File: src/hdl/tts_pkg.sv
// ----------------------------------------------------------------------------
// tts_pkg
// shared types, constants and the digit segment table for the text to
// seven-segment decoder
// ----------------------------------------------------------------------------
package tts_pkg;

  localparam int unsigned NumDisplaysDefault = 8;
  localparam int unsigned Digits             = 4;
  localparam int unsigned QueueDepth         = 2;

  localparam int unsigned CharW  = 8;
  localparam int unsigned IndexW = 3;
  localparam int unsigned CodeW  = 8;
  localparam int unsigned StoreW = Digits * CodeW;

  localparam logic [CodeW-1:0] SegBlank = 8'h00;
  localparam logic [CodeW-1:0] SegDash  = 8'h01;
  localparam logic [CodeW-1:0] SegPoint = 8'h80;

  localparam logic [2:0] PlaceMax    = 3'd7;
  localparam logic [1:0] PointMax    = 2'd3;
  localparam logic [3:0] HexCountMax = 4'd15;
  localparam logic [3:0] HexDigits   = 4'(2 * Digits);
  localparam logic [2:0] PlaceLimit  = 3'(Digits);

  typedef enum logic [2:0] {
    TOK_TERM,
    TOK_DIGIT,
    TOK_HEX_LETTER,
    TOK_POINT,
    TOK_MINUS,
    TOK_HEX_PREFIX,
    TOK_OTHER
  } tok_kind_e;

  typedef struct packed {
    tok_kind_e         kind;
    logic [3:0]        value;
    logic [IndexW-1:0] display_index;
  } token_t;

  function automatic logic [CodeW-1:0] digit_segs(input logic [3:0] d);
    logic [CodeW-1:0] s;
    unique case (d)
      4'd0:    s = 8'h7E;
      4'd1:    s = 8'h30;
      4'd2:    s = 8'h6D;
      4'd3:    s = 8'h79;
      4'd4:    s = 8'h33;
      4'd5:    s = 8'h5B;
      4'd6:    s = 8'h5F;
      4'd7:    s = 8'h70;
      4'd8:    s = 8'h7F;
      4'd9:    s = 8'h7B;
      default: s = SegBlank;
    endcase
    return s;
  endfunction

endpackage

File: src/hdl/tts_front.sv
// ----------------------------------------------------------------------------
// tts_front
// input side: takes one character word and sorts it into a token for the
// parser queue
// ----------------------------------------------------------------------------
module tts_front (
  input  logic [tts_pkg::CharW-1:0]  character_i,
  input  logic [tts_pkg::IndexW-1:0] display_index_i,
  input  logic                       in_valid_i,
  output logic                       in_ready_o,
  input  logic                       q_full_i,
  output logic                       q_push_o,
  output tts_pkg::token_t            q_token_o
);

  tts_pkg::tok_kind_e kind;
  logic [3:0]         value;

  always_comb begin
    kind  = tts_pkg::TOK_OTHER;
    value = '0;
    if (character_i == 8'h00) begin
      kind = tts_pkg::TOK_TERM;
    end else if (character_i >= 8'h30 && character_i <= 8'h39) begin
      kind  = tts_pkg::TOK_DIGIT;
      value = 4'(character_i - 8'h30);
    end else if (character_i >= 8'h61 && character_i <= 8'h66) begin
      kind  = tts_pkg::TOK_HEX_LETTER;
      value = 4'(character_i - 8'h57);
    end else if (character_i >= 8'h41 && character_i <= 8'h46) begin
      kind  = tts_pkg::TOK_HEX_LETTER;
      value = 4'(character_i - 8'h37);
    end else if (character_i == 8'h2E) begin
      kind = tts_pkg::TOK_POINT;
    end else if (character_i == 8'h2D) begin
      kind = tts_pkg::TOK_MINUS;
    end else if (character_i == 8'h68 || character_i == 8'h48) begin
      kind = tts_pkg::TOK_HEX_PREFIX;
    end
  end

  assign in_ready_o = !q_full_i;
  assign q_push_o   = in_valid_i && !q_full_i;

  assign q_token_o.kind          = kind;
  assign q_token_o.value         = value;
  assign q_token_o.display_index = display_index_i;

endmodule

File: src/hdl/tts_queue.sv
// ----------------------------------------------------------------------------
// tts_queue
// short token queue between the classifier and the parser
// ----------------------------------------------------------------------------
module tts_queue #(
  parameter int unsigned Depth = tts_pkg::QueueDepth
) (
  input  logic            clk_i,
  input  logic            rst_ni,
  input  logic            push_i,
  input  tts_pkg::token_t push_token_i,
  output logic            full_o,
  input  logic            pop_i,
  output logic            valid_o,
  output tts_pkg::token_t pop_token_o
);

  localparam int unsigned PtrW = (Depth > 1) ? $clog2(Depth) : 1;
  localparam int unsigned CntW = $clog2(Depth + 1);

  tts_pkg::token_t mem_q [Depth];
  logic [PtrW-1:0] wr_ptr_q, wr_ptr_d;
  logic [PtrW-1:0] rd_ptr_q, rd_ptr_d;
  logic [CntW-1:0] cnt_q, cnt_d;

  function automatic logic [PtrW-1:0] ptr_inc(input logic [PtrW-1:0] p);
    return (p == PtrW'(Depth - 1)) ? '0 : p + 1'b1;
  endfunction

  assign full_o      = (cnt_q == CntW'(Depth));
  assign valid_o     = (cnt_q != '0);
  assign pop_token_o = mem_q[rd_ptr_q];

  always_comb begin
    wr_ptr_d = push_i ? ptr_inc(wr_ptr_q) : wr_ptr_q;
    rd_ptr_d = pop_i ? ptr_inc(rd_ptr_q) : rd_ptr_q;
    cnt_d    = cnt_q;
    if (push_i && !pop_i) begin
      cnt_d = cnt_q + 1'b1;
    end else if (!push_i && pop_i) begin
      cnt_d = cnt_q - 1'b1;
    end
  end

  always_ff @(posedge clk_i or negedge rst_ni) begin
    if (!rst_ni) begin
      wr_ptr_q <= '0;
      rd_ptr_q <= '0;
      cnt_q    <= '0;
    end else begin
      wr_ptr_q <= wr_ptr_d;
      rd_ptr_q <= rd_ptr_d;
      cnt_q    <= cnt_d;
    end
  end

  always_ff @(posedge clk_i) begin
    if (push_i) begin
      mem_q[wr_ptr_q] <= push_token_i;
    end
  end

endmodule

File: src/hdl/tts_back.sv
// ----------------------------------------------------------------------------
// tts_back
// parser: builds the code store from tokens and registers the result word
// on the terminator
// ----------------------------------------------------------------------------
module tts_back #(
  parameter int unsigned NumDisplays = tts_pkg::NumDisplaysDefault
) (
  input  logic                       clk_i,
  input  logic                       rst_ni,
  input  logic                       q_valid_i,
  input  tts_pkg::token_t            q_token_i,
  output logic                       q_pop_o,
  output logic                       out_valid_o,
  input  logic                       out_ready_i,
  output logic [tts_pkg::IndexW-1:0] display_index_res_o,
  output logic                       ok_o,
  output logic [tts_pkg::CodeW-1:0]  code_left_o,
  output logic [tts_pkg::CodeW-1:0]  code_mid_left_o,
  output logic [tts_pkg::CodeW-1:0]  code_mid_right_o,
  output logic [tts_pkg::CodeW-1:0]  code_right_o
);

  localparam int unsigned CmpW = 10;

  typedef enum logic [1:0] {
    PH_IDLE,
    PH_NATURAL,
    PH_HEX,
    PH_REJECT
  } phase_e;

  phase_e                     phase_q, phase_d;
  logic [tts_pkg::StoreW-1:0] store_q, store_d;
  logic [2:0]                 place_q, place_d;
  logic [1:0]                 point_q, point_d;
  logic [3:0]                 hex_cnt_q, hex_cnt_d;

  logic                       out_valid_q, out_valid_d;
  logic [tts_pkg::IndexW-1:0] idx_q, idx_d;
  logic                       ok_q, ok_d;
  logic [tts_pkg::StoreW-1:0] res_q, res_d;

  logic is_term;
  logic slot_free;
  logic ok_raw;
  logic in_range;

  assign is_term   = (q_token_i.kind == tts_pkg::TOK_TERM);
  assign slot_free = !out_valid_q || out_ready_i;
  assign q_pop_o   = q_valid_i && (!is_term || slot_free);
  assign in_range  = (CmpW'(q_token_i.display_index) < CmpW'(NumDisplays));

  always_comb begin
    unique case (phase_q)
      PH_HEX:    ok_raw = (hex_cnt_q == tts_pkg::HexDigits);
      PH_REJECT: ok_raw = 1'b0;
      default:   ok_raw = (place_q <= tts_pkg::PlaceLimit) && (point_q <= 2'd1);
    endcase
  end

  always_comb begin
    logic              natural;
    logic [1:0]        pt_next;
    logic [tts_pkg::CodeW-1:0] push_val;
    logic              do_push;

    phase_d     = phase_q;
    store_d     = store_q;
    place_d     = place_q;
    point_d     = point_q;
    hex_cnt_d   = hex_cnt_q;
    out_valid_d = out_valid_q && !out_ready_i;
    idx_d       = idx_q;
    ok_d        = ok_q;
    res_d       = res_q;
    natural     = 1'b0;
    do_push     = 1'b0;
    push_val    = tts_pkg::SegBlank;
    pt_next     = (point_q < tts_pkg::PointMax) ? point_q + 1'b1 : point_q;

    if (q_pop_o) begin
      if (is_term) begin
        out_valid_d = 1'b1;
        idx_d       = q_token_i.display_index;
        ok_d        = ok_raw && in_range;
        res_d       = (ok_raw && in_range) ? store_q : '0;
        phase_d     = PH_IDLE;
        store_d     = '0;
        place_d     = '0;
        point_d     = '0;
        hex_cnt_d   = '0;
      end else begin
        unique case (phase_q)
          PH_IDLE: begin
            if (q_token_i.kind == tts_pkg::TOK_HEX_PREFIX) begin
              phase_d = PH_HEX;
            end else if (q_token_i.kind == tts_pkg::TOK_MINUS) begin
              phase_d  = PH_NATURAL;
              do_push  = 1'b1;
              push_val = tts_pkg::SegDash;
            end else begin
              phase_d = PH_NATURAL;
              natural = 1'b1;
            end
          end
          PH_NATURAL: natural = 1'b1;
          PH_HEX: begin
            if (q_token_i.kind == tts_pkg::TOK_DIGIT ||
                q_token_i.kind == tts_pkg::TOK_HEX_LETTER) begin
              store_d = {store_q[tts_pkg::StoreW-5:0], q_token_i.value};
              if (hex_cnt_q < tts_pkg::HexCountMax) begin
                hex_cnt_d = hex_cnt_q + 1'b1;
              end
            end else begin
              phase_d = PH_REJECT;
            end
          end
          default: ;
        endcase

        if (natural) begin
          case (q_token_i.kind)
            tts_pkg::TOK_DIGIT: begin
              do_push  = 1'b1;
              push_val = tts_pkg::digit_segs(q_token_i.value);
            end
            tts_pkg::TOK_POINT: begin
              point_d = pt_next;
              if (pt_next > 2'd1) begin
                phase_d = PH_REJECT;
              end else if (place_q == '0) begin
                do_push  = 1'b1;
                push_val = tts_pkg::SegBlank | tts_pkg::SegPoint;
              end else begin
                store_d = store_q | tts_pkg::StoreW'(tts_pkg::SegPoint);
              end
            end
            default: phase_d = PH_REJECT;
          endcase
        end

        if (do_push) begin
          store_d = {store_q[tts_pkg::StoreW-tts_pkg::CodeW-1:0], push_val};
          if (place_q < tts_pkg::PlaceMax) begin
            place_d = place_q + 1'b1;
          end
        end
      end
    end
  end

  always_ff @(posedge clk_i or negedge rst_ni) begin
    if (!rst_ni) begin
      phase_q     <= PH_IDLE;
      store_q     <= '0;
      place_q     <= '0;
      point_q     <= '0;
      hex_cnt_q   <= '0;
      out_valid_q <= 1'b0;
      idx_q       <= '0;
      ok_q        <= 1'b0;
      res_q       <= '0;
    end else begin
      phase_q     <= phase_d;
      store_q     <= store_d;
      place_q     <= place_d;
      point_q     <= point_d;
      hex_cnt_q   <= hex_cnt_d;
      out_valid_q <= out_valid_d;
      idx_q       <= idx_d;
      ok_q        <= ok_d;
      res_q       <= res_d;
    end
  end

  assign out_valid_o         = out_valid_q;
  assign display_index_res_o = idx_q;
  assign ok_o                = ok_q;
  assign code_left_o         = res_q[31:24];
  assign code_mid_left_o     = res_q[23:16];
  assign code_mid_right_o    = res_q[15:8];
  assign code_right_o        = res_q[7:0];

endmodule

File: src/hdl/text_to_seven_segment.sv
// ----------------------------------------------------------------------------
// text_to_seven_segment
// turns a zero-terminated character string into four seven-segment codes
//
//   channel  direction  handshake              payload
//   in       input      in_valid_i/in_ready_o   character_i, display_index_i
//   out      output     out_valid_o/out_ready_i display_index_res_o, ok_o,
//                                               code_left_o .. code_right_o
//
// one character word is taken every cycle while the two-entry token queue
// has room; the parser drains one token a cycle unless a terminator waits.
// a terminator's result word is registered in the cycle after the parser pops it.
// a held result stops the next terminator at the queue head; characters
// ahead of it keep flowing into the parser, the input stalls once the queue
// fills.
// reset clears all parse state and the output register at once.
// ----------------------------------------------------------------------------
module text_to_seven_segment #(
  parameter int unsigned NumDisplays = tts_pkg::NumDisplaysDefault
) (
  input  logic                       clk_i,
  input  logic                       rst_ni,
  input  logic                       in_valid_i,
  output logic                       in_ready_o,
  input  logic [tts_pkg::CharW-1:0]  character_i,
  input  logic [tts_pkg::IndexW-1:0] display_index_i,
  output logic                       out_valid_o,
  input  logic                       out_ready_i,
  output logic [tts_pkg::IndexW-1:0] display_index_res_o,
  output logic                       ok_o,
  output logic [tts_pkg::CodeW-1:0]  code_left_o,
  output logic [tts_pkg::CodeW-1:0]  code_mid_left_o,
  output logic [tts_pkg::CodeW-1:0]  code_mid_right_o,
  output logic [tts_pkg::CodeW-1:0]  code_right_o
);

  logic            q_full;
  logic            q_push;
  logic            q_pop;
  logic            q_valid;
  tts_pkg::token_t push_token;
  tts_pkg::token_t pop_token;

  tts_front u_front (
    .character_i     (character_i),
    .display_index_i (display_index_i),
    .in_valid_i      (in_valid_i),
    .in_ready_o      (in_ready_o),
    .q_full_i        (q_full),
    .q_push_o        (q_push),
    .q_token_o       (push_token)
  );

  tts_queue #(
    .Depth (tts_pkg::QueueDepth)
  ) u_queue (
    .clk_i        (clk_i),
    .rst_ni       (rst_ni),
    .push_i       (q_push),
    .push_token_i (push_token),
    .full_o       (q_full),
    .pop_i        (q_pop),
    .valid_o      (q_valid),
    .pop_token_o  (pop_token)
  );

  tts_back #(
    .NumDisplays (NumDisplays)
  ) u_back (
    .clk_i               (clk_i),
    .rst_ni              (rst_ni),
    .q_valid_i           (q_valid),
    .q_token_i           (pop_token),
    .q_pop_o             (q_pop),
    .out_valid_o         (out_valid_o),
    .out_ready_i         (out_ready_i),
    .display_index_res_o (display_index_res_o),
    .ok_o                (ok_o),
    .code_left_o         (code_left_o),
    .code_mid_left_o     (code_mid_left_o),
    .code_mid_right_o    (code_mid_right_o),
    .code_right_o        (code_right_o)
  );

  // rejected word carries blank codes
  assert property (@(posedge clk_i) disable iff (!rst_ni)
    (out_valid_o && !ok_o) |->
      (code_left_o == '0 && code_mid_left_o == '0 &&
       code_mid_right_o == '0 && code_right_o == '0))
    else $error("rejected word with non-zero codes");

  // display outside the range never accepted
  assert property (@(posedge clk_i) disable iff (!rst_ni)
    (out_valid_o && (32'(display_index_res_o) >= NumDisplays)) |-> !ok_o)
    else $error("out of range display accepted");

  // no push into a full queue and no pop from an empty one
  assert property (@(posedge clk_i) disable iff (!rst_ni)
    !(q_push && q_full) && !(q_pop && !q_valid))
    else $error("token queue overrun or underrun");

  // a terminator only leaves the queue when the output slot can take it
  assert property (@(posedge clk_i) disable iff (!rst_ni)
    (q_pop && pop_token.kind == tts_pkg::TOK_TERM) |=> out_valid_o)
    else $error("terminator popped without a result word");

endmodule
File: config.mk
export PLATFORM = sky130hd
export DESIGN_NAME = text_to_seven_segment
export DESIGN_NICKNAME = d
export VERILOG_FILES = /design/src/hdl/tts_pkg.sv /design/src/hdl/tts_front.sv /design/src/hdl/tts_queue.sv /design/src/hdl/tts_back.sv /design/src/hdl/text_to_seven_segment.sv
export SDC_FILE = /design/constraint.sdc
export NUM_CORES = 1
export LEC_CHECK = 0
export BUFFER_PORTS_ARGS = -buffer_cell sky130_fd_sc_hd__buf_2
export CORE_UTILIZATION = 59
export DETAILED_ROUTE_END_ITERATION = 12
export PLACE_DENSITY = 0.78
export SLEW_MARGIN = 5
export SYNTH_ARGS = -nofsm -noshare
export SYNTH_HDL_FRONTEND = slang
export SYNTH_HIERARCHICAL = 1
export SYNTH_SLANG_ARGS = --single-unit
File: constraint.sdc
create_clock -name clk_i -period 3.3 [get_ports clk_i]
set_input_delay 0.66 -clock clk_i [delete_from_list [all_inputs] [get_ports clk_i]]
set_output_delay 0.66 -clock clk_i [all_outputs]
set_load 0.05 [all_outputs]
==> After elaboration in Yosys (flattened, before gate mapping) <==
Memories as Yosys holds them, arrays and structs flattened.
Index checks and enable logic that the tools add are counted.
Widths: inputs -> output; s select.
{ "totals": {"register_bits": 84, "ram_bits": 20, "rom_bits": 112, "inputBits": 15, "output_inout_bits": 38, "word_cells": 157, "mem_count": 2} }
{ "classes": {"addsub": 10, "n_lt_le_gt_ge": 12, "n_eq_ne": 15, "mux": 68, "n_reduce_logical": 37} }
{ "mem_list": {"columns": ["memory", "depth", "word_bits", "rd", "rd_ports_with_merged_regs", "wr", "line_no", "rtl"], "rows": [
  ["(name not given)", 16, 7, 1, 0, 0, "tts_pkg.sv:45", "unique case (d)"],
  ["u_queue.mem_q", 2, 10, 1, 0, 1, "tts_queue.sv:21", "tts_pkg::token_t mem_q [Depth];"]
]} }
{ "op_table": {"columns": ["cell", "n"], "rows": [
  ["$mux 32", 9],
  ["$mux 8", 5],
  ["$mux 4", 8],
  ["$mux 3", 9],
  ["$mux 2", 12],
  ["$mux 1", 19],
  ["$reduce_bool 2->1", 9],
  ["$eq 8x6->1 const B", 2],
  ["$eq 8x7->1 const B", 2],
  ["$ge 8x7->1 const B", 2],
  ["$le 8x7->1 const B", 2],
  ["$pmux 8 s2", 1],
  ["$logic_and 1x1->1", 9],
  ["$ge 8x6->1 const B", 1],
  ["$le 8x6->1 const B", 1],
  ["$logic_not 8->1", 1],
  ["$pmux 2 s2", 2],
  ["$sub 4x3->4 const B", 2],
  ["$eq 2x2->1 const B", 3],
  ["$eq 3x2->1 const B", 2],
  ["$eq 3x3->1 const B", 2],
  ["$logic_not 1->1", 6],
  ["$logic_not 3->1", 2],
  ["$ne 6x5->1 const B", 1],
  ["21 further kinds", 30]
]} }

==> Longest topological paths before layout <==
An unclocked memory read counts as a cell.
{ "depth": {"depth_word": 13, "ltp_mapped": 12, "depth_no_buf": 9} }

==> Cells and area by module <==
Netlist, hierarchy kept.
{ "by_module_without_submodules": {"columns": ["mod", "instances", "cells_per_inst", "area_per_inst_um2", "seq_area_each_um2"], "rows": [
  ["tts_back", 1, 388, 4053.9, 2001.9],
  ["tts_queue", 1, 47, 949.7, 700.7],
  ["tts_front", 1, 42, 296.5, 0.0]
]} }

==> Least setup slack after synthesis <==
OpenSTA, ideal clock, no wires.
{ "synth_path": {"path_type": "register to register", "from": "register u_queue.rd_ptr_q", "to": "register u_queue.cnt_q[1]", "setup_time_ns": 0.125, "t_arrival_ns": 2.352, "t_required_ns": 3.175, "path_slack_ns": 0.823, "path_stages_with_launch": 13, "n_path_buf": 3, "synth_period_minus_slack_ns": 2.477, "cell_sequence": "dfrtp_1 -> buf_6 -> mux2_4 -> buf_6 -> or3_1 -> clkbuf_1 -> o21ai_4 -> inv_2 -> inv_1 -> ha_1 -> xor2_1 -> nor2_1 -> xor2_1"} }
{ "synth_rtl": {"columns": ["element", "line_no", "rtl"], "rows": [
  ["from (decl)", "tts_queue.sv:23", "logic [PtrW-1:0] rd_ptr_q, rd_ptr_d;"],
  ["from (signal assigned)", "tts_queue.sv:52", "rd_ptr_q <= rd_ptr_d;"],
  ["to (signal assigned)", "tts_queue.sv:53", "cnt_q <= cnt_d;"],
  ["to (decl)", "tts_queue.sv:24", "logic [CntW-1:0] cnt_q, cnt_d;"]
]} }

==> impl_results.md <==
* Final Hold Fails at 0
* Die height at 96.78 um
* DRC viols at 0
* Final Cell Area at 5792 um^2
* Initial Util at around three fifths
* Routed length per instance at about 17 um
* Area Overhead vs Synth at 9.278%
* Leak Pwr at 2.637 nW
* Vias per cell at between 6 and 7
* H-tree levels at 3
* Placed Area at approximately 5600 um^2
* Slew Limit Fails at 0
* # nets final at 549
* Final core occ at around two thirds
* Vias in the first global route at 3758
* Req. time, crit path at 3550 ps
* Peak fanout along the critical path at 13
* Longest Clk Path Bufs at 2
* Synth Cell Area at between 5000 and 6000 um^2
* Power Dens Cells at 843.3 nW/um^2
* First-pass GRT wire length at ~18000 um
* Sequential share of the synthesized area at 50.99%
* FP Rows at 34
* Clk slew on worst S/H paths at approximately 100 ps
* Router iterations before antenna repair at 5
* Final WL at ~11000 um
* CTS tree: built
* Gr ovfl total at 0
* Synthesis-stage register bit count at approximately 100
* Slew Limit Headroom at 32.20%
* CP arrival at ~3000 ps
* Period Utilization, post-route at between 80% and 90%
* Yosys warns at 6
* # diodes at 0
* Total power at around 0.0049 W
* CTS Hold Buffers Added at 0
* Gr usage total at 24.18%
* Ratio of cells with drive above 1 in the final layout at between 20% and 30%
* Gpl congestion at between 0.8 and 0.9
* Crit path capture type: register
* Total number of vias at between 3000 and 4000
* Post-synthesis instance total at 477
* Synth Net Count at 507
* WS Path Type: reg2reg
* CTS root buf: clkbuf_8
* Die width at a little under 100 um
* VDD IR max at roughly 0.52 mV
* IO Count at 53
* Async set-or-reset flop fraction in the synthesized netlist at 80.77%
* Ys flop type: dfrtp_1
* Yosys cell types at 66
* Final setup skew at between 15 and 20 ps
* Post-layout minimum cycle time at between 2000 and 3000 ps
* ANT nets after route at 0
* # port buffers at 52
* Core box area at 8721 um^2
* Largest net degree at the start of global routing at between 80 and 90
* CTS buffer count at 9
* Synthesized area per cell at 11.11 um^2
* Hold Path Class: in2async
* DIE AREA at 9366 um^2
* Tightest Pin Transition at approximately 1000 ps
* Fmax at 354.0 MHz
* Clock Latency Late Sink at 360 ps
* CP Launch Type: register
* Fillers at 658
* Final setup fails at 0
* Setup TNS at 0 ps
* Post-synth EDFFs at 20
* # resized after CTS at 0
* Initial antenna violation count at 0
* CTS sink count at roughly 100
* Post-CTS setup buffers at 0
* Initial DRC count at between 150 and 200
* Max-cap violations at 0
* Status: finished clean
* Hpwl dp at around 7400 um
* RSZ-0062 raised after global routing: no
## cells in the final DEF, fill, tap and decap left out, drive strengths merged, types with 5 or more instances in the layout
master	Yosys	final
o211ai	5	5
inv	21	22
edfxtp	20	20
dfrtp	84	84
xor2	5	5
a22o	32	32
a21oi	41	41
mux2	10	10
nand2b	6	6
mux2i	6	6
clkbuf	15	10
buf	16	62
nor2	46	46
ha	15	15
nand3	17	17
nand2	23	23
o21ai	23	23
o221ai	20	20
nor3	6	6
## logic make-up (layout without fill, tap and decap cells)
family / after synthesis / in the layout / synth area share [%]
adders and majority gates: 15 / 15 / 3.541
muxes: 16 / 16 / 3.895
DFF: 104 / 104 / 50.99
AOI/OAI and AO/OA: 150 / 150 / 21.55
xor gates and xnor gates: 8 / 8 / 1.322
buffers and inverters: 52 / 98 / 4.768
and+or+nand+nor: 132 / 132 / 13.93
## worst max-delay path, stage by stage, from the launching register on
cell	delay [ps]
dfrtp_1	590
mux2_4	410
or3_1	520
o21ai_4	360
inv_2	170
inv_1	90
ha_1	160
xor2_1	180
nor2_1	80
xor2_1	150
## registers in the layout (all words and copies together) (netlist names)
signal and flops:
u_back/res_q 32, u_back/store_q 32, u_queue/mem_q 20, u_back/hex_cnt_q 4, u_back/display_index_res_o 3, u_back/place_q 3
u_back/phase_q 2, u_back/point_q 2, u_queue/cnt_q 2, u_back/ok_o 1, u_back/out_valid_o 1, u_queue/rd_ptr_q 1
u_queue/wr_ptr_q 1
## Yosys cell counts, drive strengths merged (2+ instances only)
library cell,n,share of area [%]
a211oi,4,0.57
a21o,4,0.59
a21oi,41,5.3
a22o,32,5.3
and2,3,0.35
and2b,2,0.31
and3,3,0.35
buf,16,2.2
clkbuf,15,1.1
dfrtp,84,40
edfxtp,20,11
ha,15,3.5
inv,21,1.5
mux2,10,2.8
mux2i,6,1.1
nand2,23,1.6
nand2b,6,0.85
nand3,17,1.6
nand4,3,0.35
nor2,46,4.2
nor2b,4,0.47
nor3,6,0.66
nor3b,4,0.57
nor4b,2,0.45
o2111ai,2,0.33
o211ai,5,0.71
o21a,3,0.42
o21ai,23,2.4
o21bai,2,0.28
o221ai,20,3.3
o22ai,4,0.47
o31ai,2,0.28
or2,3,0.35
or3,3,0.35
or4b,2,0.45
xnor2,3,0.50
xor2,5,0.83
## path summary, 6_finish.rpt
path                                         startpoint                            end  slack [ps]  depth (start not counted)
max in group asynchronous                        rst_ni  u_back/place_q[0]$_DFFE_PN0P_        2180                          1
min in group clk_i              u_back/ok_o$_DFFE_PN0P_        u_back/ok_o$_DFFE_PN0P_         480                          1
hold / removal                                   rst_ni   u_back/res_q[20]$_DFFE_PN0P_         480                          1
hold reg to reg                 u_back/ok_o$_DFFE_PN0P_        u_back/ok_o$_DFFE_PN0P_         480                          1
setup reg to reg           u_queue/rd_ptr_q$_DFFE_PN0P_   u_queue/cnt_q[1]$_DFFE_PN0P_         480                          9
setup / recovery           u_queue/rd_ptr_q$_DFFE_PN0P_   u_queue/cnt_q[1]$_DFFE_PN0P_         480                          9
## power by group
part | switching (W) | leakage (nW) | internal, W
clock network | 0.000428 | 0.0939 | 0.000320
logic | 0.00132 | 1.25 | 0.000771
registers | 0.000359 | 1.29 | 0.00169
## routing by layer
layer | part of all wire [%] | wire length, um | GRT usage (%) | up-vias
met2 | 51 | 5555 | 41.22 | 112
li1 | - | - | - | 1837
met5 | 0 | 0 | 0 | -
met1 | 44 | 4787 | 31.39 | 1959
met4 | 1.2 | 135 | 8.611 | 0
met3 | 3.9 | 421 | 3.757 | 14
## layout make-up
class / count / area [um^2] / area share [%]
flip-flops and latches: 104 / 2703 / 46.66
well taps: 108 / 135.1 / 2.333
repair buffers: 62 / 337.8 / 5.833
multi-input cells: 321 / 2350 / 40.57
clock inverters: 5 / 38.79 / 0.6697
inverters: 21 / 78.83 / 1.361
clock buffers: 10 / 148.9 / 2.571
## stage by stage
stage | setup WS [ps] | hold slack (ps) | cells
after global placement | 566.2 | 453.4 | 616
after floorplan | 823.2 | 364.4 | 477
final | 475.1 | 477.6 | 631
after detailed placement | 467.8 | 460.3 | 616
after CTS | 458.6 | 477.9 | 631
after global routing | 295.3 | 475.0 | 631
Power figures use the tool's default switching activity.
